## src/rtl/nrt_pkg.sv

```systemverilog
package nrt_pkg;

  localparam int NAME_MAX_BYTES = 16;
  localparam int BYTE_W         = 8;
  localparam int NAME_W         = 64;
  localparam int PORT_W         = 16;
  localparam int TASK_W         = 16;
  localparam int OPCODE_W       = 2;
  localparam int STATUS_W       = 3;

  // Request opcodes
  localparam logic [OPCODE_W-1:0] OP_REGISTER   = 2'd0;
  localparam logic [OPCODE_W-1:0] OP_UNREGISTER = 2'd1;
  localparam logic [OPCODE_W-1:0] OP_FIND       = 2'd2;

  // Result status codes
  localparam logic [STATUS_W-1:0] ST_OK       = 3'd0;
  localparam logic [STATUS_W-1:0] ST_DUP      = 3'd1;
  localparam logic [STATUS_W-1:0] ST_FULL     = 3'd2;
  localparam logic [STATUS_W-1:0] ST_NOTFOUND = 3'd3;
  localparam logic [STATUS_W-1:0] ST_INVALID  = 3'd4;

  // Request fields broadcast to every cell while a scan runs
  typedef struct packed {
    logic [NAME_W-1:0] name_high;
    logic [NAME_W-1:0] name_low;
    logic [PORT_W-1:0] port_id;
    logic [TASK_W-1:0] task_id;
  } req_t;

  // Running scan results handed from cell to cell
  typedef struct packed {
    logic              hit;
    logic              owner_ok;
    logic              free_seen;
    logic [PORT_W-1:0] hit_port;
  } scan_t;

  // Table update issued once the scan has left the last cell
  typedef struct packed {
    logic install;
    logic clear;
  } commit_t;

endpackage

```

## src/rtl/nrt_cell.sv

```systemverilog
module nrt_cell import nrt_pkg::*; (
  input  logic    clk,
  input  logic    rst,
  input  req_t    req,
  input  commit_t commit,
  input  logic    scan_vin,
  input  scan_t   scan_in,
  output logic    scan_vout,
  output scan_t   scan_out
);

  // Slot contents
  logic [NAME_W-1:0] slot_name_high;
  logic [NAME_W-1:0] slot_name_low;
  logic [PORT_W-1:0] slot_port;
  logic [TASK_W-1:0] slot_owner;
  logic              slot_used;

  // Marks left by the passing scan: this slot matched / is the first free one
  logic hit_here;
  logic free_here;

  logic  scan_v;
  scan_t scan_q;

  logic  name_eq;
  logic  hit_here_next;
  logic  free_here_next;
  scan_t scan_next;

  // Compare against the broadcast request and fold into the running result
  always_comb begin
    name_eq        = slot_used && (slot_name_high == req.name_high) &&
                     (slot_name_low == req.name_low);
    hit_here_next  = name_eq && !scan_in.hit;
    free_here_next = !slot_used && !scan_in.free_seen;
    scan_next.hit       = scan_in.hit | name_eq;
    scan_next.free_seen = scan_in.free_seen | !slot_used;
    scan_next.hit_port  = hit_here_next ? slot_port : scan_in.hit_port;
    scan_next.owner_ok  = hit_here_next ? (slot_owner == req.task_id)
                                        : scan_in.owner_ok;
  end

  // Token valid moves one cell per cycle
  always_ff @(posedge clk) begin
    if (rst) begin
      scan_v <= 1'b0;
    end else begin
      scan_v <= scan_vin;
    end
  end

  always_ff @(posedge clk) begin
    if (scan_vin) begin
      scan_q    <= scan_next;
      hit_here  <= hit_here_next;
      free_here <= free_here_next;
    end
  end

  // Occupancy
  always_ff @(posedge clk) begin
    if (rst) begin
      slot_used <= 1'b0;
    end else if (commit.install && free_here) begin
      slot_used <= 1'b1;
    end else if (commit.clear && hit_here) begin
      slot_used <= 1'b0;
    end
  end

  // Slot payload written on install
  always_ff @(posedge clk) begin
    if (commit.install && free_here) begin
      slot_name_high <= req.name_high;
      slot_name_low  <= req.name_low;
      slot_port      <= req.port_id;
      slot_owner     <= req.task_id;
    end
  end

  assign scan_vout = scan_v;
  assign scan_out  = scan_q;

endmodule

```

## config.mk

```make
export PLATFORM = sky130hd
export DESIGN_NAME = nrt_cell
export DESIGN_NICKNAME = d
export VERILOG_FILES = /design/src/rtl/nrt_pkg.sv /design/src/rtl/nrt_cell.sv
export SDC_FILE = /design/constraint.sdc
export NUM_CORES = 1
export LEC_CHECK = 0
export BUFFER_PORTS_ARGS = -buffer_cell sky130_fd_sc_hd__buf_2
export CAP_MARGIN = 40
export CORE_MARGIN = 1.5
export CORE_UTILIZATION = 35
export CTS_CLUSTER_DIAMETER = 30
export DETAILED_ROUTE_END_ITERATION = 10
export GPL_ROUTABILITY_DRIVEN = 1
export HOLD_SLACK_MARGIN = 0.12
export PLACE_DENSITY = 0.6
export SETUP_SLACK_MARGIN = 0.5
export SYNTH_ARGS = -nofsm -noshare
export SYNTH_HDL_FRONTEND = slang
export SYNTH_SLANG_ARGS = --single-unit
```

## constraint.sdc

```tcl
create_clock -name clk -period 8.6 [get_ports clk]
set_input_delay 0.86 -clock clk [delete_from_list [all_inputs] [get_ports clk]]
set_output_delay 0.86 -clock clk [all_outputs]
set_load 0.01 [all_outputs]
```

# Word-level counts from Yosys, hierarchy flattened
# Index checks and enable logic that the tools add are counted.
# totals
word_cells	31
in_bits	184
regBits	183
# classes
bitwise_logic	2
n_reduce_logical	10
eq_ne	3
mux	4
# ops
operator	count
equality test 64 bit	2
equality test 16 bit	1
2-to-1 mux 16 bit	1
logical AND 1 bit	6
zero test 1 bit	3
2-to-1 mux 1 bit	3
OR 1 bit	2
nonzero test 2 bit	1

# Depth between registers and ports, before layout
# logic_depth
depth_word	5
depth_mapped	8

# Least setup slack after synthesis
# Ideal clock, no wire load.
# synth_timing
kind	input to register
from	in commit[1] (netlist name)
to	reg slot_name_high[0], enable pin
arrival_time_ns	4.502
cell_stages	1
setup_slack_ns	3.558
n_path_buf	0
required_time_ns	8.060
setup_time_ns	0.540
cell_sequence	and2_1
# synth_via
elab_chain_cells	1
# synth_rtl
element	line	text
from (decl)	nrt_cell.sv:5	input commit_t commit,
logical AND 1 bit	nrt_cell.sv:74	if (commit.install && free_here) begin
to (signal assigned)	nrt_cell.sv:75	slot_name_high <= req.name_high;
to (decl)	nrt_cell.sv:13	logic [NAME_W-1:0] slot_name_high;
# Every way passes these cells.
# A chain may end at the register's enable or synchronous reset.

==> results_dict.tcl <==
set metrics [dict create \
    p_comb_share_pct 8.1 \
    first_iter_violations 268 \
    fin_crit_sh_pct 38.5 \
    p_sw_mw 0.449 \
    netlist_area_mm2 0.00760 \
    wl_um 17000 \
    synth_edf_count 181 \
    io_buffers 203 \
    seq_area_frac_synth_pct 72.0 \
    fin_nets 882 \
    yosys.area.top_type "edfxtp_1" \
    status "completed" \
    row_count 53 \
    grt_pass1_wl_um 25600 \
    swShare_pct 22.9 \
    worstSetupPathType "primary input to flip-flop" \
    num_vias 4641 \
    yosysWarningCount 0 \
    dieWidth_um 150 \
    cts_tree "yes" \
    hold_path_end "scan_out[16]" \
    ioPinCount 204 \
    vdd_drop_max_uv 121 \
    drtAntennaViolNets 0 \
    vias_per_cell 4.70 \
    setup_viol 0 \
    grt_pass1_vias 4793 \
    cts_sinks 183 \
    crit_chain "buf_2, nor2b_1, a2111o_1, nor4_1, nand4_1, or4_4, nor3_4, buf_8, mux2_2" \
    die_area_mm2 0.0226 \
    p_clk_share_pct 38.6 \
    fp.dieH_um 150 \
    hold_path.class "flip-flop to flip-flop" \
    holdPathStages 1 \
    place_area_mm2 0.00902 \
    drc_errors 0 \
    ff2ff_path_depth 8 \
    fillCellCount 1914 \
    start_util_pct 35.9 \
    grt-ovfl-total 0 \
    fmax_ghz 0.302 \
    seqPwrFrac_pct 53.2 \
    period_needed_ns 3.31 \
    final_area_mm2 0.00959 \
    cts_hold_buf 0 \
    yosysTopAreaCellShare_pct 71.5 \
    slew_headroom_pct 63.8 \
    finalSetupTns_ns 0 \
    max_cap_violations 0 \
    hpwl_um 13200 \
    syn-num-nets 657 \
    syn_area_per_cell_um2 16.1 \
    timing.rr.start "slot_name_high[27]" \
    gp_congestion 0.787 \
    clk_latency_ns 0.43 \
    layout-drive-gt1-share_pct 36.4 \
    required_ns 8.77 \
    h-tree-depth 4 \
    synth_ff_type "edfxtp_1" \
    cp.arrival_ns 3.49 \
    cts-root-buf "clkbuf_16" \
    cts_resized 0 \
    endpoint_kind "flip-flop" \
    p_per_area_mw_per_mm2 205 \
    grt_max_degree 66 \
    avgRoutedWirePerCell_um 17.2 \
    hold_start "slot_used" \
    internal_power_mw 1.51 \
    startpoint_type "primary input" \
    grt_util_all_layers_pct 15.3 \
    crit_path_top_delay_cell "or4_4" \
    r2r_end "scan_out[3]" \
    firstDrtPassIters 5 \
    hold_viol_final 0 \
    area_growth_pct 26.1 \
    worst_path_largest_cell_delay_ns 0.60 \
    critical_path_peak_fanout 13 \
    ys_async_sr_fraction_pct 0 \
    finalMaxSlewViolations 0 \
    numCtsBuffers 17 \
    antenna_found_initial 5 \
    fin_skew_ns 0.0117 \
    yosys-top-cells-area "edfxtp_1, xnor2_1, xor2_1" \
    rsz0062_at_grt "no" \
    cellLeakagePower_nw 3.63 \
    cts_setup_buffers 0 \
    cts_buffer_depth 2 \
    synth_cells 473 \
    coreArea_mm2 0.0212 \
    ys_ff_latch 183 \
    worst_pin_slew_ns 0.529 \
    r2r_slack_ns 5.43 \
    cts.clk_slew.worst_paths_ns 0.07 \
    synth.distinct_cells 32 \
]
-- layout make-up --
cell class,count,area [um^2],share of cell area (%)
clock inverter,15,143,1.49
inverter,46,173,1.80
antenna,2,5.00,0.0522
tap,275,344,3.59
timing repair buffer,207,1090,11.3
clock buffer,17,425,4.44
multi-input combinational,243,1940,20.2
sequential,183,5480,57.1
-- sequential cells by signal, indices dropped and copies added, names as in the netlist --
| name | flops |
|---|---|
| slot_used | 1 |
| slot_owner | 16 |
| scan_out | 19 |
| slot_name_low | 64 |
| hit_here | 1 |
| free_here | 1 |
| slot_port | 16 |
| slot_name_high | 64 |
| scan_vout | 1 |
-- routing by layer --
| metal | wire [um] | global-route usage [%] | part of all wire, % |
|---|---|---|---|
| met5 | 25 | 0 | 0.15 |
| met4 | 257 | 5.64 | 1.5 |
| met3 | 1310 | 4.82 | 7.7 |
| met2 | 7950 | 25.0 | 47 |
| met1 | 7450 | 19.0 | 44 |
-- cells by family (layout without fill, tap and decap cells) --
kind of cell | after synthesis | after routing | synth area share [%]
multiplexers | 17 | 17 | 3.01
other | 0 | 2 | 0
AO/OA/AOI/OAI | 43 | 43 | 4.54
XOR/XNOR | 90 | 90 | 10.4
AND/OR/NAND/NOR | 93 | 93 | 7.54
flip-flops | 183 | 183 | 72.0
buffers and inverters | 47 | 285 | 2.53
-- critical path: cells and delay by family --
kind | cells | cell delay [ns]
AO/OA/AOI/OAI | 1 | 0.39
multiplexers | 1 | 0.35
AND/OR/NAND/NOR | 5 | 1.54
buffers and inverters | 2 | 0.35
-- cell usage in the layout (no fill, tap or decap), drive strengths merged, types with 5 or more instances in the layout --
cell type | synthesis | layout
inv | 46 | 52
xor2 | 32 | 32
nand4 | 20 | 20
mux2 | 17 | 17
nand2b | 29 | 29
nor2 | 5 | 5
o22ai | 14 | 14
nor2b | 11 | 11
o2111ai | 9 | 9
clkinv | 0 | 5
nor4 | 16 | 16
a221oi | 6 | 6
edfxtp | 181 | 181
buf | 1 | 207
xnor2 | 58 | 58
a22o | 5 | 5
clkbuf | 0 | 17
-- worst max-delay path by stage --
| stage | startpoint | end | slack, ns | cells after the start |
|---|---|---|---|---|
| after CTS | req[121] | scan_out[3] | 5.28 | 9 |
| final | req[121] | scan_out[3] | 5.29 | 9 |
| after global routing | req[121] | scan_out[4] | 5.16 | 9 |
| after floorplan | commit[1] | slot_name_high[0] | 3.56 | 1 |
| after detailed placement | req[121] | scan_out[3] | 4.82 | 9 |
| after global placement | req[121] | scan_out[3] | 4.59 | 8 |
-- through the flow --
stage | hold WS (ns) | std cells | power (mW) | setup slack, ns | util, %
2_1_floorplan | 0.473 | 473 | 1.14 | 3.56 | -
6_report | 0.523 | 988 | 1.96 | 5.29 | 45.3
5_1_grt | 0.557 | 987 | 2.04 | 5.16 | 45.3
3_5_place_dp | 0.505 | 954 | 1.23 | 4.82 | 42.6
3_3_place_gp | 0.488 | 951 | 1.22 | 4.59 | 42.3
4_1_cts | 0.524 | 986 | 1.99 | 5.28 | 45.3
-- power groups by stage --
stage,Sequential (mW),Clock (mW),Combinational [mW]
final,1.04,0.758,0.160
after global routing,1.05,0.813,0.178
after CTS,1.05,0.780,0.163
after detailed placement,1.06,0,0.162
after global placement,1.06,0,0.152
after floorplan,1.07,0,0.0692
-- synthesized netlist by cell type (2+ instances only) --
cell type,n
inv_1,46
o2111ai_1,9
mux2_2,7
a22o_1,5
mux2_4,10
dfxtp_1,2
nor2b_1,11
xnor2_1,58
edfxtp_1,181
o22ai_1,14
nor2_1,5
xor2_1,32
nor3_1,2
nand2b_1,29
nand4_1,20
a2111o_1,3
nor4_1,16
a221oi_1,6
nand3_1,2
nand2_1,3
Note: power is estimated with default switching activity, not from simulation.
